<file path="src/design/hbd_pkg.sv">
// ----------------------------------------------------------------------------
// HTTP body dechunker package
// Shared count width, codes, queue entry type and the count clamp helper.
// ----------------------------------------------------------------------------
package hbd_pkg;

  // Width of the byte counters (chunk size, remaining bytes, size room).
  localparam int unsigned COUNT_WIDTH = 32;
  localparam int unsigned QUEUE_DEPTH = 2;

  localparam logic [63:0] COUNT_MAX64 = (COUNT_WIDTH >= 64) ? 64'hFFFF_FFFF_FFFF_FFFF
                                                           : ((64'd1 << COUNT_WIDTH) - 64'd1);

  // Body modes held in the body_mode register.
  localparam logic [1:0] MODE_CHUNKED = 2'd0;
  localparam logic [1:0] MODE_FIXED   = 2'd1;
  localparam logic [1:0] MODE_STREAM  = 2'd2;
  localparam logic [1:0] MODE_NONE    = 2'd3;

  typedef enum logic [1:0] {
    KIND_BYTE  = 2'd0,
    KIND_START = 2'd1,
    KIND_EOS   = 2'd2
  } item_kind_e;

  // One classified input transaction as it travels from front to back.
  typedef struct packed {
    item_kind_e             kind;
    logic [7:0]             data;
    logic                   hex_ok;
    logic [3:0]             hex_val;
    logic                   is_cr;
    logic                   is_lf;
    logic [1:0]             mode;
    logic [COUNT_WIDTH-1:0] len;
    logic                   len_over;
    logic                   len_zero;
  } queue_entry_t;

  // Register values above the count range saturate to the largest count.
  function automatic logic [COUNT_WIDTH-1:0] clamp_count(input logic [31:0] v);
    logic [63:0] w;
    w = 64'(v);
    if (w > COUNT_MAX64) w = COUNT_MAX64;
    return w[COUNT_WIDTH-1:0];
  endfunction

endpackage

</file>
<file path="src/design/hbd_queue.sv">
// ----------------------------------------------------------------------------
// HTTP body dechunker item queue
// Short register queue that decouples the classifier from the executor.
// ----------------------------------------------------------------------------
module hbd_queue import hbd_pkg::*; (
  input  logic         clk_i,
  input  logic         rst_ni,
  input  logic         push_i,
  input  queue_entry_t push_data_i,
  output logic         full_o,
  input  logic         pop_i,
  output logic         empty_o,
  output queue_entry_t head_o
);

  localparam int unsigned PtrWidth = (QUEUE_DEPTH > 1) ? $clog2(QUEUE_DEPTH) : 1;
  localparam int unsigned CntWidth = $clog2(QUEUE_DEPTH + 1);
  localparam logic [PtrWidth-1:0] PtrLast = PtrWidth'(QUEUE_DEPTH - 1);
  localparam logic [CntWidth-1:0] CntFull = CntWidth'(QUEUE_DEPTH);

  queue_entry_t                entries_q [QUEUE_DEPTH];
  logic         [PtrWidth-1:0] wr_ptr_q, wr_ptr_d;
  logic         [PtrWidth-1:0] rd_ptr_q, rd_ptr_d;
  logic         [CntWidth-1:0] count_q, count_d;
  logic                        do_push, do_pop;

  assign full_o  = (count_q == CntFull);
  assign empty_o = (count_q == '0);
  assign head_o  = entries_q[rd_ptr_q];
  assign do_push = push_i & ~full_o;
  assign do_pop  = pop_i & ~empty_o;

  always_comb begin
    wr_ptr_d = wr_ptr_q;
    rd_ptr_d = rd_ptr_q;
    count_d  = count_q;
    if (do_push) wr_ptr_d = (wr_ptr_q == PtrLast) ? '0 : wr_ptr_q + 1'b1;
    if (do_pop)  rd_ptr_d = (rd_ptr_q == PtrLast) ? '0 : rd_ptr_q + 1'b1;
    if (do_push && !do_pop)      count_d = count_q + 1'b1;
    else if (!do_push && do_pop) count_d = count_q - 1'b1;
  end

  always_ff @(posedge clk_i or negedge rst_ni) begin
    if (!rst_ni) begin
      wr_ptr_q <= '0;
      rd_ptr_q <= '0;
      count_q  <= '0;
    end else begin
      wr_ptr_q <= wr_ptr_d;
      rd_ptr_q <= rd_ptr_d;
      count_q  <= count_d;
    end
  end

  always_ff @(posedge clk_i) begin
    if (do_push) entries_q[wr_ptr_q] <= push_data_i;
  end

endmodule

</file>
<file path="src/design/hbd_front.sv">
// ----------------------------------------------------------------------------
// HTTP body dechunker front end
// Holds the configuration registers, accepts input transactions and
// classifies each byte and command before it is queued.
// ----------------------------------------------------------------------------
module hbd_front import hbd_pkg::*; (
  input  logic                   clk_i,
  input  logic                   rst_ni,
  input  logic                   in_valid_i,
  output logic                   in_stall_o,
  input  logic [1:0]             command_i,
  input  logic [7:0]             data_byte_i,
  input  logic                   cfg_valid_i,
  output logic                   cfg_ready_o,
  input  logic [1:0]             cfg_index_i,
  input  logic [31:0]            cfg_data_i,
  input  logic                   queue_full_i,
  output logic                   push_o,
  output queue_entry_t           entry_o,
  output logic [COUNT_WIDTH-1:0] limit_o
);

  localparam logic [1:0] CMD_BYTE  = 2'd0;
  localparam logic [1:0] CMD_START = 2'd1;
  localparam logic [1:0] CMD_EOS   = 2'd2;

  localparam logic [1:0] CFG_BODY_MODE  = 2'd0;
  localparam logic [1:0] CFG_CONTENT_LEN = 2'd1;
  localparam logic [1:0] CFG_SIZE_LIMIT = 2'd2;

  localparam logic [31:0] LIMIT_RESET = 32'd1048576;

  localparam logic [7:0] CHAR_0  = 8'h30;
  localparam logic [7:0] CHAR_9  = 8'h39;
  localparam logic [7:0] CHAR_LA = 8'h61;
  localparam logic [7:0] CHAR_LF = 8'h66;
  localparam logic [7:0] CHAR_UA = 8'h41;
  localparam logic [7:0] CHAR_UF = 8'h46;
  localparam logic [7:0] CHAR_CR = 8'h0D;
  localparam logic [7:0] CHAR_NL = 8'h0A;
  localparam logic [7:0] HEX_TEN = 8'd10;

  logic [1:0]             body_mode_q;
  logic [31:0]            content_length_q;
  logic [31:0]            size_limit_q;
  logic [COUNT_WIDTH-1:0] len_clamped;
  logic                   accept;

  assign cfg_ready_o = 1'b1;
  assign in_stall_o  = queue_full_i;
  assign accept      = in_valid_i & ~queue_full_i;

  always_ff @(posedge clk_i or negedge rst_ni) begin
    if (!rst_ni) begin
      body_mode_q      <= MODE_CHUNKED;
      content_length_q <= '0;
      size_limit_q     <= LIMIT_RESET;
    end else if (cfg_valid_i) begin
      unique case (cfg_index_i)
        CFG_BODY_MODE:   body_mode_q      <= cfg_data_i[1:0];
        CFG_CONTENT_LEN: content_length_q <= cfg_data_i;
        CFG_SIZE_LIMIT:  size_limit_q     <= cfg_data_i;
        default: ;
      endcase
    end
  end

  assign limit_o     = clamp_count(size_limit_q);
  assign len_clamped = clamp_count(content_length_q);

  always_comb begin
    entry_o          = '0;
    entry_o.kind     = KIND_BYTE;
    entry_o.data     = data_byte_i;
    entry_o.is_cr    = (data_byte_i == CHAR_CR);
    entry_o.is_lf    = (data_byte_i == CHAR_NL);
    entry_o.mode     = body_mode_q;
    entry_o.len      = len_clamped;
    entry_o.len_over = (len_clamped > limit_o);
    entry_o.len_zero = (len_clamped == '0);
    priority if (data_byte_i >= CHAR_0 && data_byte_i <= CHAR_9) begin
      entry_o.hex_ok  = 1'b1;
      entry_o.hex_val = 4'(data_byte_i - CHAR_0);
    end else if (data_byte_i >= CHAR_LA && data_byte_i <= CHAR_LF) begin
      entry_o.hex_ok  = 1'b1;
      entry_o.hex_val = 4'(data_byte_i - CHAR_LA + HEX_TEN);
    end else if (data_byte_i >= CHAR_UA && data_byte_i <= CHAR_UF) begin
      entry_o.hex_ok  = 1'b1;
      entry_o.hex_val = 4'(data_byte_i - CHAR_UA + HEX_TEN);
    end else begin
      entry_o.hex_ok  = 1'b0;
    end

    push_o = 1'b0;
    unique case (command_i)
      CMD_BYTE: begin
        entry_o.kind = KIND_BYTE;
        push_o       = accept;
      end
      CMD_START: begin
        entry_o.kind = KIND_START;
        push_o       = accept;
      end
      CMD_EOS: begin
        entry_o.kind = KIND_EOS;
        push_o       = accept;
      end
      // The unused command is consumed and dropped here.
      default: push_o = 1'b0;
    endcase
  end

endmodule

</file>
<file path="src/design/hbd_back.sv">
// ----------------------------------------------------------------------------
// HTTP body dechunker back end
// Executes queued transactions against the framing state and holds the
// result in an output register.
// ----------------------------------------------------------------------------
module hbd_back import hbd_pkg::*; (
  input  logic                   clk_i,
  input  logic                   rst_ni,
  input  logic                   queue_empty_i,
  input  queue_entry_t           head_i,
  output logic                   pop_o,
  input  logic [COUNT_WIDTH-1:0] limit_i,
  output logic                   out_valid_o,
  input  logic                   out_stall_i,
  output logic [7:0]             payload_byte_o,
  output logic                   has_byte_o,
  output logic                   last_o,
  output logic [1:0]             status_o
);

  localparam logic [2:0] PH_IDLE     = 3'd0;
  localparam logic [2:0] PH_FIXED    = 3'd1;
  localparam logic [2:0] PH_STREAM   = 3'd2;
  localparam logic [2:0] PH_CSIZE    = 3'd3;
  localparam logic [2:0] PH_CSIZE_LF = 3'd4;
  localparam logic [2:0] PH_CDATA    = 3'd5;
  localparam logic [2:0] PH_CDATA_CR = 3'd6;
  localparam logic [2:0] PH_CDATA_LF = 3'd7;

  localparam logic [1:0] STATUS_OK      = 2'd0;
  localparam logic [1:0] STATUS_INVALID = 2'd1;
  localparam logic [1:0] STATUS_TOO_BIG = 2'd2;

  localparam logic [COUNT_WIDTH-1:0] COUNT_ONE = COUNT_WIDTH'(1);

  logic [2:0]             phase_q, phase_d;
  logic [COUNT_WIDTH-1:0] remain_q, remain_d;
  logic [COUNT_WIDTH-1:0] acc_q, acc_d;
  // Body bytes passed so far in stream and chunked bodies.
  logic [COUNT_WIDTH-1:0] total_q, total_d;
  logic                   digit_q, digit_d;
  logic                   final_q, final_d;

  logic                   out_valid_q;
  logic [7:0]             out_byte_q;
  logic                   out_has_q, out_last_q;
  logic [1:0]             out_status_q;

  logic                   out_free, go;
  logic                   res_valid, res_has, res_last;
  logic [7:0]             res_byte;
  logic [1:0]             res_status;
  logic [COUNT_WIDTH+3:0] acc_next;
  logic [COUNT_WIDTH-1:0] room;

  assign out_free = ~out_valid_q | ~out_stall_i;
  assign go       = out_free & ~queue_empty_i;
  assign pop_o    = go;
  assign acc_next = {acc_q, head_i.hex_val};
  assign room     = (limit_i > total_q) ? limit_i - total_q : '0;

  always_comb begin
    phase_d    = phase_q;
    remain_d   = remain_q;
    acc_d      = acc_q;
    total_d    = total_q;
    digit_d    = digit_q;
    final_d    = final_q;
    res_valid  = 1'b0;
    res_has    = 1'b0;
    res_last   = 1'b0;
    res_byte   = '0;
    res_status = STATUS_OK;

    if (go) begin
      unique case (head_i.kind)
        KIND_START: begin
          remain_d = '0;
          acc_d    = '0;
          total_d  = '0;
          digit_d  = 1'b0;
          final_d  = 1'b0;
          phase_d  = PH_IDLE;
          unique case (head_i.mode)
            MODE_CHUNKED: phase_d = PH_CSIZE;
            MODE_FIXED: begin
              priority if (head_i.len_over) begin
                res_valid  = 1'b1;
                res_last   = 1'b1;
                res_status = STATUS_TOO_BIG;
              end else if (head_i.len_zero) begin
                res_valid = 1'b1;
                res_last  = 1'b1;
              end else begin
                remain_d = head_i.len;
                phase_d  = PH_FIXED;
              end
            end
            MODE_STREAM: phase_d = PH_STREAM;
            MODE_NONE: begin
              res_valid = 1'b1;
              res_last  = 1'b1;
            end
            default: ;
          endcase
        end

        KIND_EOS: begin
          if (phase_q != PH_IDLE) begin
            res_valid = 1'b1;
            res_last  = 1'b1;
            if (phase_q != PH_STREAM) res_status = STATUS_INVALID;
            phase_d = PH_IDLE;
          end
        end

        KIND_BYTE: begin
          unique case (phase_q)
            PH_IDLE: ;
            PH_FIXED: begin
              remain_d  = remain_q - COUNT_ONE;
              res_valid = 1'b1;
              res_has   = 1'b1;
              res_byte  = head_i.data;
              if (remain_q == COUNT_ONE) begin
                res_last = 1'b1;
                phase_d  = PH_IDLE;
              end
            end
            PH_STREAM: begin
              res_valid = 1'b1;
              if (total_q >= limit_i) begin
                res_last   = 1'b1;
                res_status = STATUS_TOO_BIG;
                phase_d    = PH_IDLE;
              end else begin
                total_d  = total_q + COUNT_ONE;
                res_has  = 1'b1;
                res_byte = head_i.data;
              end
            end
            PH_CSIZE: begin
              if (head_i.hex_ok) begin
                // The new size must still fit in the room under the limit.
                if (acc_next > {4'b0000, room}) begin
                  res_valid  = 1'b1;
                  res_last   = 1'b1;
                  res_status = STATUS_TOO_BIG;
                  phase_d    = PH_IDLE;
                end else begin
                  acc_d   = acc_next[COUNT_WIDTH-1:0];
                  digit_d = 1'b1;
                end
              end else if (head_i.is_cr && digit_q) begin
                phase_d = PH_CSIZE_LF;
              end else begin
                res_valid  = 1'b1;
                res_last   = 1'b1;
                res_status = STATUS_INVALID;
                phase_d    = PH_IDLE;
              end
            end
            PH_CSIZE_LF: begin
              if (head_i.is_lf) begin
                remain_d = acc_q;
                acc_d    = '0;
                digit_d  = 1'b0;
                final_d  = (acc_q == '0);
                phase_d  = (acc_q == '0) ? PH_CDATA_CR : PH_CDATA;
              end else begin
                res_valid  = 1'b1;
                res_last   = 1'b1;
                res_status = STATUS_INVALID;
                phase_d    = PH_IDLE;
              end
            end
            PH_CDATA: begin
              remain_d  = remain_q - COUNT_ONE;
              total_d   = total_q + COUNT_ONE;
              res_valid = 1'b1;
              res_has   = 1'b1;
              res_byte  = head_i.data;
              if (remain_q == COUNT_ONE) phase_d = PH_CDATA_CR;
            end
            PH_CDATA_CR: begin
              if (head_i.is_cr) begin
                phase_d = PH_CDATA_LF;
              end else begin
                res_valid  = 1'b1;
                res_last   = 1'b1;
                res_status = STATUS_INVALID;
                phase_d    = PH_IDLE;
              end
            end
            PH_CDATA_LF: begin
              if (!head_i.is_lf) begin
                res_valid  = 1'b1;
                res_last   = 1'b1;
                res_status = STATUS_INVALID;
                phase_d    = PH_IDLE;
              end else if (final_q) begin
                res_valid = 1'b1;
                res_last  = 1'b1;
                phase_d   = PH_IDLE;
              end else begin
                phase_d = PH_CSIZE;
              end
            end
          endcase
        end

        default: ;
      endcase
    end
  end

  always_ff @(posedge clk_i or negedge rst_ni) begin
    if (!rst_ni) begin
      phase_q     <= PH_IDLE;
      remain_q    <= '0;
      acc_q       <= '0;
      total_q     <= '0;
      digit_q     <= 1'b0;
      final_q     <= 1'b0;
      out_valid_q <= 1'b0;
    end else begin
      phase_q  <= phase_d;
      remain_q <= remain_d;
      acc_q    <= acc_d;
      total_q  <= total_d;
      digit_q  <= digit_d;
      final_q  <= final_d;
      if (out_free) out_valid_q <= go & res_valid;
    end
  end

  always_ff @(posedge clk_i) begin
    if (go && res_valid) begin
      out_byte_q   <= res_byte;
      out_has_q    <= res_has;
      out_last_q   <= res_last;
      out_status_q <= res_status;
    end
  end

  assign out_valid_o    = out_valid_q;
  assign payload_byte_o = out_byte_q;
  assign has_byte_o     = out_has_q;
  assign last_o         = out_last_q;
  assign status_o       = out_status_q;

endmodule

</file>
<file path="src/design/http_body_dechunker_unit.sv">
// ----------------------------------------------------------------------------
// HTTP body dechunker
// Path: an input transaction is written into a queue entry, then executed by
// the back end, which holds any result it gives in the output register.
// Throughput: one transaction per cycle while the output is not stalled. A
// result held in the output register stops the back end; the two-entry queue
// then fills and stalls the input.
// Reset: configuration returns to its reset values, the body is idle and the
// queue and output register are empty.
// ----------------------------------------------------------------------------
module http_body_dechunker_unit import hbd_pkg::*; (
  input  logic        clk_i,
  input  logic        rst_ni,
  input  logic        in_valid_i,
  output logic        in_stall_o,
  input  logic [1:0]  command_i,
  input  logic [7:0]  data_byte_i,
  output logic        out_valid_o,
  input  logic        out_stall_i,
  output logic [7:0]  payload_byte_o,
  output logic        has_byte_o,
  output logic        last_o,
  output logic [1:0]  status_o,
  input  logic        cfg_valid_i,
  output logic        cfg_ready_o,
  input  logic [1:0]  cfg_index_i,
  input  logic [31:0] cfg_data_i
);

  logic                   push, pop, full, empty;
  queue_entry_t           entry, head;
  logic [COUNT_WIDTH-1:0] limit;

  hbd_front u_front (
    .clk_i        (clk_i),
    .rst_ni       (rst_ni),
    .in_valid_i   (in_valid_i),
    .in_stall_o   (in_stall_o),
    .command_i    (command_i),
    .data_byte_i  (data_byte_i),
    .cfg_valid_i  (cfg_valid_i),
    .cfg_ready_o  (cfg_ready_o),
    .cfg_index_i  (cfg_index_i),
    .cfg_data_i   (cfg_data_i),
    .queue_full_i (full),
    .push_o       (push),
    .entry_o      (entry),
    .limit_o      (limit)
  );

  hbd_queue u_queue (
    .clk_i       (clk_i),
    .rst_ni      (rst_ni),
    .push_i      (push),
    .push_data_i (entry),
    .full_o      (full),
    .pop_i       (pop),
    .empty_o     (empty),
    .head_o      (head)
  );

  hbd_back u_back (
    .clk_i          (clk_i),
    .rst_ni         (rst_ni),
    .queue_empty_i  (empty),
    .head_i         (head),
    .pop_o          (pop),
    .limit_i        (limit),
    .out_valid_o    (out_valid_o),
    .out_stall_i    (out_stall_i),
    .payload_byte_o (payload_byte_o),
    .has_byte_o     (has_byte_o),
    .last_o         (last_o),
    .status_o       (status_o)
  );

endmodule

</file>
<file path="config.mk">
export PLATFORM = sky130hd
export DESIGN_NAME = http_body_dechunker_unit
export DESIGN_NICKNAME = d
export VERILOG_FILES = /design/src/design/hbd_pkg.sv /design/src/design/hbd_queue.sv /design/src/design/hbd_front.sv /design/src/design/hbd_back.sv /design/src/design/http_body_dechunker_unit.sv
export SDC_FILE = /design/constraint.sdc
export NUM_CORES = 1
export LEC_CHECK = 0
export BUFFER_PORTS_ARGS = -buffer_cell sky130_fd_sc_hd__buf_2
export CAP_MARGIN = 20
export CORE_UTILIZATION = 60
export DETAILED_ROUTE_END_ITERATION = 16
export GPL_TIMING_DRIVEN = 1
export PLACE_DENSITY_LB_ADDON = 0.15
export RECOVER_POWER = 25
export SYNTH_ARGS = -nofsm -noshare
export SYNTH_HDL_FRONTEND = slang
export SYNTH_SLANG_ARGS = --single-unit
</file>
<file path="constraint.sdc">
create_clock -name clk_i -period 12.1 [get_ports clk_i]
set_clock_uncertainty 0.1 [all_clocks]
set_input_delay 0.605 -clock clk_i [delete_from_list [all_inputs] [get_ports clk_i]]
set_output_delay 0.605 -clock clk_i [all_outputs]
set_load 0.01 [all_outputs]
</file>
# --- After elaboration in Yosys (flattened, before gate mapping) ---
# Memory sizes are Yosys's and may differ from the RTL's.
# Cells that the tools add are included.
totals:
  regBits: 184
  memories: 1
  ramBits: 106
mem_list:
  columns: ["name", "depth", "width", "rd", "rd_clocked_by_memory_dff", "write_ports", "line_no", "source"]
  rows:
  - ["u_queue.entries_q", 2, 53, 1, 0, 1, "hbd_queue.sv:21", "queue_entry_t entries_q [QUEUE_DEPTH];"]
op_classes:
  n_bitwise: 10
  n_mux: 86
  eq_ne: 36
  reduce_logical: 33
  addsub: 12
  n_lt_le_gt_ge: 10
ops:
  columns: ["cell", "n"]
  rows:
  - ["case mux 32 bit (2 select lines)", 6]
  - ["2-to-1 mux 32 bit", 9]
  - ["> comparator 32 bit", 2]
  - ["zero test 32 bit", 2]
  - ["> comparator 36 x 32 -> 1 bit", 1]
  - ["2-to-1 mux 3 bit", 11]
  - ["adder 32 x 1 -> 32 bit, second input constant", 1]
  - ["equality test 32 x 1 -> 1 bit, second input constant", 1]
  - [">= comparator 32 bit", 1]
  - ["subtractor 32 x 1 -> 32 bit, second input constant", 1]
  - ["subtractor 32 bit", 1]
  - ["2-to-1 mux 1 bit", 30]
  - ["case mux 3 bit (7 select lines)", 1]
  - ["2-to-1 mux 2 bit", 10]
  - ["inequality test 3 bit, second input constant", 6]
  - ["case mux 3 bit (3 select lines)", 2]
  - ["equality test 8 x 4 -> 1 bit, second input constant", 2]
  - [">= comparator 8 x 7 -> 1 bit, second input constant", 2]
  - ["less-or-equal comparator 8 x 7 -> 1 bit, second input constant", 2]
  - ["case mux 8 bit (2 select lines)", 1]
  - ["inequality test 3 x 2 -> 1 bit, second input constant", 5]
  - ["equality test 2 bit, second input constant", 6]
  - ["equality test 3 bit, second input constant", 4]
  - ["AND reduction 4 bit", 3]
  - ["other kinds (37)", 77]

# --- Logic depth before layout (Yosys ltp) ---
# Gate-level depths: netlist (run 1).
logic_depth:
  depth_word: 9
  mapped_depth: 24

# --- Hierarchy ---
# Synthesis (run 1) repeated with hierarchy kept, for this count alone.
unflattened:
  hier_cells: 1575
  area_unflattened_um2: 16828.6
modules_own_cells:
  columns: ["mod", "cells_each", "area_each_um2", "n_inst", "seq_area_each_um2"]
  rows:
  - ["hbd_back", 1081, 8951.1, 1, 2912.8]
  - ["hbd_queue", 184, 4271.6, 1, 3283.1]
  - ["hbd_front", 310, 3606.0, 1, 1652.8]

# --- Worst setup path after synthesis (run 1) ---
# OpenSTA, ideal clock, no wires.
synth_path:
  kind: "register -> register"
  start: "reg u_front.size_limit_q[0] (netlist: u_front.limit_o[0])"
  end: "reg u_back.out_valid_q (netlist: u_back.out_valid_o)"
  required_ps: 11882
  arrival_time_ps: 5076
  path_stages_with_launch: 22
  slack_ps: 6806
  path_buffers: 1
  period_less_slack_ps: 5294
  setup_ps: 118
  cell_sequence: "dfrtp_1 > inv_1 > ha_1 > inv_1 > fa_1 > a211o_1 > o211ai_1 > a211oi_1 > o32ai_1 > nor3_1 > or2_2 > clkbuf_1 > and2_0 > mux2i_1 > ha_1 > nand4_1 > or4_4 > or4_4 > a31oi_1 > o21ai_0 > o221a_2 > a21o_1"
synth_via:
  elab_chain_cells: 9
synth_rtl:
  columns: ["item", "line_no", "source"]
  rows:
  - ["start, declared", "hbd_front.sv:45", "logic [31:0] size_limit_q;"]
  - ["start signal, assigned", "hbd_front.sv:62", "CFG_SIZE_LIMIT: size_limit_q <= cfg_data_i;"]
  - ["subtractor 32 bit or > comparator 32 bit (tied branches)", "hbd_back.sv:60", "assign room = (limit_i > total_q) ? limit_i - total_q : '0;"]
  - ["2-to-1 mux 32 bit (*)", "hbd_back.sv:60", null]
  - ["> comparator 36 x 32 -> 1 bit (*)", "hbd_back.sv:145", "if (acc_next > {4'b0000, room}) begin"]
  - ["2-to-1 mux 1 bit (*)", "hbd_back.sv:145", null]
  - ["2-to-1 mux 1 bit (*)", "hbd_back.sv:143", "if (head_i.hex_ok) begin"]
  - ["case mux 1 bit (5 select lines) (*)", "hbd_back.sv:118", "unique case (phase_q)"]
  - ["case mux 1 bit (3 select lines) (*)", "hbd_back.sv:76", "unique case (head_i.kind)"]
  - ["2-to-1 mux 1 bit (*)", "hbd_back.sv:75", "if (go) begin"]
  - ["AND 1 bit (*)", "hbd_back.sv:233", "if (out_free) out_valid_q <= go & res_valid;"]
  - ["end signal, assigned", "hbd_back.sv:233", null]
  - ["end, declared", "hbd_back.sv:44", "logic out_valid_q;"]
# Every way passes the cells marked *; elsewhere a longest branch is shown, timed or not.
# A chain may end at the register's enable or synchronous reset.

# --- Worst setup path in the final report (run 1) ---
layout_path:
  start: "reg u_front.size_limit_q[0] (netlist: u_front.limit_o[0])"
  end: "reg u_back.acc_q[0]"
layout_via:
  elab_chain_cells: 5
layout_rtl:
  columns: ["item", "line_no", "source"]
  rows:
  - ["subtractor 32 bit or > comparator 32 bit (tied branches)", "hbd_back.sv:60", null]
  - ["2-to-1 mux 32 bit (*)", "hbd_back.sv:60", null]
  - ["> comparator 36 x 32 -> 1 bit (*)", "hbd_back.sv:145", null]
  - ["inequality test 3 bit (no source line) (*)", null, null]
  - ["AND reduction 6 bit (no source line) (*)", null, null]
  - ["end signal, assigned", "hbd_back.sv:221", "acc_q <= '0;"]
  - ["end signal, assigned", "hbd_back.sv:229", "acc_q <= acc_d;"]
  - ["end, declared", "hbd_back.sv:38", "logic [COUNT_WIDTH-1:0] acc_q, acc_d;"]
# Marked as above.

==> impl_metrics.json, run 1 <==
{
  "syn_area_per_cell_sq_um": 10.1,
  "grt_pass1_vias": 12800,
  "max_freq_mhz": 165,
  "ys_seq_area_share_pct": 46.4,
  "fin_crit_ps": 6080,
  "max_slew_margin_pct": -111,
  "boundaryPins": 64,
  "cts_tree": "built",
  "antenna_found_initial": 1,
  "worst-slew-pin-transition_ps": 3170,
  "place_congestion": 0.944,
  "maxCapViolations": 2,
  "wl_per_cell_um": 20.8,
  "critPathKind": "flop to flop",
  "status": "finished with violations",
  "p_leak_nw": 7.91,
  "place.detailed.hpwl_um": 32200,
  "cts_setup_buffers": 0,
  "synth_cell_type_count": 78,
  "grt_max_degree": 70,
  "holdBufCountCts": 1,
  "synth_top_area_share_pct": 25.3,
  "drt-initial-drc-count": 1102,
  "hold_viol_final": 0,
  "fin_setup_tns_ps": 0,
  "track_usage_pct": 31.6,
  "synth-edff-count": 118,
  "antenna_cells": 0,
  "end_kind": "flop",
  "start_util_pct": 60.9,
  "synth_area_leader_cell": "dfrtp_1",
  "violations": "capacitance limit, slew limit",
  "startpoint_type": "flop",
  "clock-sinks": 290,
  "synth.area.top_cells": "dfrtp_1, edfxtp_1, ha_1, mux2_2, mux2i_1",
  "cts-root-buf": "clkbuf_16",
  "power-per-cell-area_mw_per_mm2": 220,
  "async_flop_share_pct": 59.3,
  "grtUsageMet2_pct": 50.8,
  "drv_slew": 88,
  "synth_nets": 1831,
  "drt-total-wl_um": 44200,
  "insertion_delay_ps": 580,
  "grt_use_met3_pct": 5.84,
  "rsz0062_at_grt": "no",
  "postPlaceCellArea_sq_mm": 0.0176,
  "cp.required_ps": 12460,
  "use_met1_pct": 42.9,
  "die_area_sq_mm": 0.0289,
  "num_vias": 13000,
  "antenna_left": 0,
  "drive_above_1_share_pct": 13.0,
  "ys_ff_latch": 290,
  "cts_made_buffers": 30,
  "crit_arrival_ps": 6440,
  "clockBufferDepth": 3,
  "clk_pin_slew_ps": 60,
  "peakVddDrop_mv": 0.137,
  "grt_pass1_wl_um": 70100,
  "drt_pass1_iterations": 5,
  "nNetsFinal": 1878,
  "hold_slack_ps": 158,
  "path_max_fanout": 33,
  "die_w_um": 170,
  "overflow": 0,
  "cts_resized": 0,
  "busiest_layer": "met2",
  "route.detailed.drc": 0,
  "portBuffers": 62,
  "yosysWarnings": 0,
  "design.core.area_sq_mm": 0.0278,
  "period_share_pct": 50.2,
  "stdcell_area_sq_mm": 0.0185,
  "viasPerCell": 6.13,
  "synthFlopType": "dfrtp_1",
  "htreeDepth": 1,
  "chipHeight_um": 170,
  "row_count": 61,
  "postSynthCellCount": 1677,
  "syn_area_sq_mm": 0.0169,
  "synthToLayoutAreaGrowth_pct": 9.40,
  "setup-violations-final": 0,
  "hp-class": "input pin to flop"
}
per-stage QoR:
stage | instances | total power [W] | utilization [%] | worst slack, ps
floorplan | 1677 | 0.00267 | - | 6810
global placement | 2069 | 0.00310 | 63.2 | 6270
detailed placement | 2069 | 0.00316 | 63.2 | 6110
CTS | 2125 | 0.00406 | 66.7 | 6090
global route | 2125 | 0.00432 | 66.6 | 5680
finish | 2125 | 0.00408 | 66.6 | 6020
layout make-up:
type / instances / area, sq um
clock inverters: 16 / 116
clock buffers: 39 / 836
well taps: 378 / 473
fillers: 2233 / 9280
flip-flops and latches: 290 / 7850
inverters: 118 / 443
repair buffers: 79 / 422
multi-input cells: 1205 / 8360
Yosys cell counts (4+ instances only):
| library cell | count |
|---|---|
| nor3_1 | 26 |
| and2_1 | 10 |
| mux2i_1 | 95 |
| xor2_1 | 24 |
| nor2_1 | 102 |
| inv_1 | 118 |
| a211o_1 | 8 |
| buf_1 | 5 |
| a31oi_1 | 13 |
| nand2_1 | 204 |
| o21a_1 | 8 |
| clkbuf_1 | 50 |
| o31ai_1 | 4 |
| a22oi_1 | 4 |
| xnor2_1 | 26 |
| o32a_1 | 4 |
| nor4_1 | 33 |
| a2bb2oi_1 | 4 |
| o22ai_1 | 4 |
| or2_2 | 4 |
| mux2_2 | 87 |
| nor2b_1 | 22 |
| o211ai_1 | 5 |
| o21ai_0 | 88 |
| a211oi_1 | 16 |
| edfxtp_1 | 118 |
| ha_1 | 104 |
| o21bai_1 | 4 |
| and4_1 | 8 |
| nand2b_1 | 9 |
| nor3b_1 | 8 |
| dfrtp_1 | 171 |
| a21o_1 | 21 |
| and3_1 | 15 |
| nand4_1 | 35 |
| nand3_1 | 21 |
| or3_1 | 9 |
| a21oi_1 | 122 |
| nand3b_1 | 7 |
critical path, stage by stage, from the launching register on:
cell and delay, ps:
dfrtp_1 400, inv_1 60, ha_1 180, inv_1 60
fa_1 420, a211o_1 310, o211ai_1 190, a211oi_1 190
o32ai_1 570, nor3_1 120, or2_2 520, and2_0 240
mux2i_1 130, ha_1 160, nand4_1 140, or4_4 600
or4_4 510, nand2_1 110, o31ai_1 110, a21o_1 180
buf_4 290, mux2_4 360
routing by layer:
| layer | part of all wire, % | vias up |
|---|---|---|
| met4 | 3.9 | 2 |
| met2 | 46 | 450 |
| met5 | 0.025 | - |
| met3 | 6.8 | 88 |
| li1 | - | 6148 |
| met1 | 43 | 6332 |
report_power, final:
group / internal (W) / switching (W) / leakage [nW]
Clock: 0.000506 / 0.000394 / 0.478
Combinational: 0.000645 / 0.00107 / 4.11
Sequential: 0.00125 / 0.000205 / 3.33
cell families after synthesis:
logic type                 synth area share, %
DFF                                       46.4
other                                   0.0222
xor gates and xnor gates                  2.59
adders and majority gates                 7.81
and+or+nand+nor                           15.0
buffers and inverters                     4.37
muxes                                     11.5
AOI/OAI and AO/OA                         12.3
state kept, by name, summed over array words and instances (netlist names), 2 cells and up:
register	cells
u_queue.entries_q	106
u_back.acc_q	32
u_back.remain_q	32
u_back.total_q	32
u_front.content_length_q	32
u_front.limit_o	32
u_back.payload_byte_o	8
u_back.phase_q	3
u_back.status_o	2
u_front.body_mode_q	2
u_queue.count_q	2
worst paths after layout:
check                                                end  depth (start not counted)  slack [ps]                    from
worst max-delay path                     u_back.acc_q[0]                         21        6020      u_front.limit_o[0]
worst min register to register  u_queue.entries_q[0][35]                          0         390  u_front.body_mode_q[1]
min in group asynchronous             u_queue.count_q[0]                          2        1530                  rst_ni
max in group asynchronous            u_front.limit_o[29]                          3        8130                  rst_ni
worst min-delay path                  u_back.out_valid_o                          2         160             out_stall_i
worst max register to register           u_back.acc_q[0]                         21        6020      u_front.limit_o[0]
cell usage in the layout, fill, tap and decap left out, drive strengths merged, types with 26 or more instances in the layout:
cell type	instances
a21oi	123
buf	65
clkbuf	52
dfrtp	171
edfxtp	118
ha	104
inv	118
mux2	88
mux2i	95
nand2	204
nand4	35
nor2	102
nor3	26
nor4	33
o21ai	91
xnor2	26
Note: power is estimated with default switching activity, not from simulation.
==> run 2: changes to the inputs <==
==> constraint.sdc (replaced) <==
create_clock -name clk_i -period 6.3 [get_ports clk_i]
set_clock_uncertainty 0.1 [all_clocks]
set_input_delay 0.315 -clock clk_i [delete_from_list [all_inputs] [get_ports clk_i]]
set_output_delay 0.315 -clock clk_i [all_outputs]
set_load 0.01 [all_outputs]
==> impl_metrics.json, run 2 (synthesis results as in run 1) <==
{
  "status": "finished with violations",
  "violations": "capacitance limit, slew limit",
  "crit_family": "simple AND/OR/NAND/NOR gates",
  "cts-root-buf": "clkbuf_16",
  "antenna_left": 0,
  "clk_pin_slew_ps": 60,
  "worstPathCellList": "inv_1, ha_1, inv_1, fa_1, a211o_1, o211ai_1, a211oi_1, o32ai_1, buf_4, nor3_1, or2_2, and2_0, mux2i_1, ha_1, nand4_1, or4_4, or4_1, o21ai_0, o221a_2",
  "hold_slack_ps": 128,
  "dp_cells": 2076,
  "fin_util_pct": 68.7,
  "place_congestion": 0.950,
  "track_usage_pct": 31.9,
  "p_seq_share_pct": 35.3,
  "clockBufferDepth": 3,
  "cpMaxStageDelayCell": "or4_4",
  "r2r_cells": 19,
  "nNetsFinal": 1930,
  "clock-sinks": 290,
  "synthToLayoutAreaGrowth_pct": 12.9,
  "cts_made_buffers": 30,
  "overflow": 0,
  "peakVddDrop_mv": 0.244,
  "power_switching_w": 0.00321,
  "wl_per_cell_um": 20.7,
  "max_slew_margin_pct": -174,
  "hp-class": "input pin to flop",
  "crit_arrival_ps": 6080,
  "startpoint_type": "flop",
  "path_buf_inv": 3,
  "cts_tree": "built",
  "hold_viol_final": 0,
  "pwr-share-comb_pct": 41.4,
  "drt-initial-drc-count": 1170,
  "layout_common_cells": "nand2_1, dfrtp_1, a21oi_1",
  "top_register": "u_queue.entries_q",
  "fin_crit_ps": 5950,
  "start_util_pct": 60.9,
  "largest_register_ffs": 106,
  "cp.required_ps": 6430,
  "fin_cells": 2178,
  "route.detailed.drc": 0,
  "boundaryPins": 64,
  "die_area_sq_mm": 0.0289,
  "cp_num_cells": 19,
  "maxCapViolations": 3,
  "max_freq_mhz": 168,
  "drive_above_1_share_pct": 12.9,
  "drt_pass1_iterations": 6,
  "setup-violations-final": 0,
  "rsz0062_at_grt": "no",
  "insertion_delay_ps": 580,
  "htreeDepth": 1,
  "place_ws_ps": 297,
  "critPathKind": "flop to flop",
  "grt_max_degree": 68,
  "num_vias": 13300,
  "drt-total-wl_um": 45000,
  "chipHeight_um": 170,
  "antenna_cells": 0,
  "antenna_found_initial": 0,
  "fin_setup_tns_ps": 0,
  "hold_depth": 3,
  "setup_ws_ps": 346,
  "design.core.area_sq_mm": 0.0278,
  "place.detailed.hpwl_um": 32900,
  "portBuffers": 62,
  "worst-slew-pin-transition_ps": 4120,
  "grt_pass1_wl_um": 70500,
  "cpPeakStageDelay_ps": 610,
  "grt_pass1_vias": 12900,
  "swShare_pct": 40.1,
  "viasPerCell": 6.09,
  "row_count": 61,
  "die_w_um": 170,
  "path_max_fanout": 29,
  "end_kind": "flop",
  "p_leak_nw": 8.16,
  "final_common_cell": "nand2_1",
  "clkPwrFrac_pct": 23.2,
  "drv_slew": 134,
  "period_share_pct": 94.5,
  "intPower_w": 0.00479,
  "power-per-cell-area_mw_per_mm2": 419
}
[run 2: final timing paths]
check	to	startpoint	slack (ps)
worst min register to register	u_queue.entries_q[0][35]	u_front.body_mode_q[1]	380
worst max-delay path	u_back.payload_byte_o[1]	u_front.limit_o[0]	350
max in group asynchronous	u_queue.rd_ptr_q	rst_ni	1870
worst min-delay path	u_front.body_mode_q[0]	cfg_index_i[1]	130
worst max register to register	u_back.payload_byte_o[1]	u_front.limit_o[0]	350
min in group asynchronous	u_back.out_valid_o	rst_ni	1640
[run 2: stage by stage]
stage	total power, W	area (sq um)
after global routing	0.00849	19100
after global placement	0.00598	17600
after floorplan	0.00512	16900
final	0.00800	19100
after CTS	0.00796	19100
after detailed placement	0.00607	17600
[run 2: layer usage]
layer  GRT usage (%)  vias to the layer above  share of wire, %  routed length, um
met5               0                        -                 0                  0
met3            4.05                       87               6.4               2860
li1                -                     6249                 -                  -
met4            11.3                        0               3.4               1510
met2            51.7                      462                46              20700
met1            44.2                     6466                44              19900
[run 2: final cells by class]
class | count | area (sq um)
Tap cell | 378 | 473
Multi-Input combinational cell | 1205 | 8370
Clock inverter | 20 | 241
Sequential cell | 290 | 7850
Clock buffer | 36 | 793
Inverter | 118 | 443
Fill cell | 2176 | 8690
Timing Repair Buffer | 131 | 928
[run 2: power groups by stage]
stage | Sequential [W] | Combinational [W] | Clock (W)
finish | 0.00283 | 0.00331 | 0.00186
global placement | 0.00282 | 0.00315 | 0
floorplan | 0.00268 | 0.00244 | 0
CTS | 0.00281 | 0.00327 | 0.00187
global route | 0.00287 | 0.00368 | 0.00194
detailed placement | 0.00284 | 0.00323 | 0
[run 2: what timing repair did]
action | CTS | global route
endpoints found under the setup margin | 0 | 38
hold endpoints to repair | 153 | 0
hold buffers | 45 | 0
gates resized for setup | 0 | 3
setup buffers | 0 | 0
[run 2: tightest hold or removal path: stages]
cell	delay, ps
clkbuf_1	120
nor3b_1	110
mux2_2	230
==> run 3: changes to the inputs <==
--- a/config.mk
+++ b/config.mk
@@ -10,8 +10,9 @@
 export CORE_UTILIZATION = 60
 export DETAILED_ROUTE_END_ITERATION = 16
 export GPL_TIMING_DRIVEN = 1
+export HOLD_SLACK_MARGIN = 0.08
 export PLACE_DENSITY_LB_ADDON = 0.15
-export RECOVER_POWER = 25
+export RECOVER_POWER = 100
 export SYNTH_ARGS = -nofsm -noshare
 export SYNTH_HDL_FRONTEND = slang
 export SYNTH_SLANG_ARGS = --single-unit
==> impl_metrics.json, run 3 (synthesis results as in run 1) <==
{
  "place_congestion": 0.950,
  "chipHeight_um": 170,
  "max_slew_margin_pct": -176,
  "largest_register_ffs": 106,
  "setup-violations-final": 0,
  "antenna_found_initial": 0,
  "insertion_delay_ps": 580,
  "layout_common_cells": "nand2_1, dfrtp_1, a21oi_1",
  "startpoint_type": "flop",
  "wl_per_cell_um": 20.6,
  "drt_pass1_iterations": 7,
  "max_freq_mhz": 167,
  "antenna_cells": 0,
  "drt-initial-drc-count": 1243,
  "cts_tree": "built",
  "die_w_um": 170,
  "peakVddDrop_mv": 0.244,
  "place.detailed.hpwl_um": 32900,
  "hp-class": "input pin to flop",
  "fin_setup_tns_ps": 0,
  "final_common_cell": "nand2_1",
  "worst-slew-pin-transition_ps": 4140,
  "track_usage_pct": 31.9,
  "cp.required_ps": 6630,
  "fin_util_pct": 68.6,
  "grt_max_degree": 68,
  "crit_family": "simple AND/OR/NAND/NOR gates",
  "period_share_pct": 94.9,
  "drt-total-wl_um": 45000,
  "violations": "capacitance limit, slew limit",
  "boundaryPins": 64,
  "grt_pass1_vias": 13000,
  "cpPeakStageDelay_ps": 610,
  "crit_arrival_ps": 6310,
  "overflow": 0,
  "p_leak_nw": 8.11,
  "top_register": "u_queue.entries_q",
  "cts_made_buffers": 30,
  "design.core.area_sq_mm": 0.0278,
  "antenna_left": 0,
  "setup_ws_ps": 323,
  "worstPathCellList": "inv_1, ha_1, inv_1, fa_1, a211o_1, o211ai_1, a211oi_1, o32ai_1, buf_4, nor3_1, or2_2, and2_0, mux2i_1, ha_1, nand4_1, or4_4, or4_4, nand2_1, o31ai_1, a21o_2, buf_6, mux2i_1",
  "critPathKind": "flop to flop",
  "drv_slew": 293,
  "drive_above_1_share_pct": 11.6,
  "status": "finished with violations",
  "row_count": 61,
  "cts-root-buf": "clkbuf_16",
  "grt_pass1_wl_um": 70600,
  "portBuffers": 62,
  "path_max_fanout": 29,
  "clockBufferDepth": 3,
  "place_ws_ps": 297,
  "start_util_pct": 60.9,
  "cts_setup_buffers": 0,
  "hold_viol_final": 0,
  "htreeDepth": 1,
  "fin_crit_ps": 5980,
  "dp_cells": 2076,
  "num_vias": 13300,
  "clk_pin_slew_ps": 60,
  "path_buf_inv": 4,
  "rsz0062_at_grt": "no",
  "synthToLayoutAreaGrowth_pct": 12.7,
  "route.detailed.drc": 0,
  "fin_cells": 2182,
  "end_kind": "flop",
  "power-per-cell-area_mw_per_mm2": 420,
  "hold_slack_ps": 205,
  "rrSetupSlack_ps": 320,
  "viasPerCell": 6.09,
  "maxCapViolations": 8,
  "cpMaxStageDelayCell": "or4_4",
  "clock-sinks": 290,
  "nNetsFinal": 1934,
  "die_area_sq_mm": 0.0289
}
==> run 3: through the flow <==
stage	area [sq um]	power [W]
after floorplan	16900	0.00512
after global placement	17600	0.00598
after detailed placement	17600	0.00607
after CTS	19200	0.00796
after global routing	19100	0.00849
final	19100	0.00800
==> run 3: layout make-up <==
class,instances,area (sq um)
clock buffers,36,793
clock inverters,20,241
fillers,2184,8720
inverters,118,443
multi-input cells,1205,8350
flip-flops and latches,290,7850
well taps,378,473
repair buffers,135,916
==> run 3: per-layer routing <==
layer | global-route usage, % | share of wire [%] | vias to the layer above
met5 | 0 | 0 | -
met4 | 11.5 | 3.3 | 0
met1 | 43.9 | 44 | 6476
li1 | - | - | 6261
met3 | 4.58 | 6.6 | 82
met2 | 51.7 | 46 | 467
==> run 3: path summary, 6_finish.rpt <==
path,cells after the start,to,from
min in group asynchronous,2,u_back.out_valid_o,rst_ni
setup reg to reg,22,u_back.acc_q[14],u_front.limit_o[0]
hold reg to reg,0,u_queue.entries_q[1][35],u_front.body_mode_q[1]
hold / removal,3,u_front.body_mode_q[1],cfg_valid_i
setup / recovery,22,u_back.acc_q[14],u_front.limit_o[0]
max in group asynchronous,3,u_front.content_length_q[31],rst_ni
==> run 3: tightest hold or removal path, delay by kind of cell <==
| kind | cells | cell delay (ps) |
|---|---|---|
| muxes | 1 | 240 |
| and+or+nand+nor | 1 | 180 |
| buffers and inverters | 1 | 120 |
==> run 3: timing repair <==
action                                  in CTS  in global routing
hold buffers                                49                  0
endpoints found under the setup margin       0                 38
endpoints found under the hold margin      159                  0
resized for setup                            0                  3
==> run 3: where the power goes <==
| part | switching (W) | leakage, nW | internal [W] |
|---|---|---|---|
| Combinational | 0.00203 | 4.28 | 0.00128 |
| Sequential | 0.000416 | 3.33 | 0.00241 |
| Clock | 0.000756 | 0.504 | 0.00110 |
| Total | 0.00320 | 8.11 | 0.00480 |
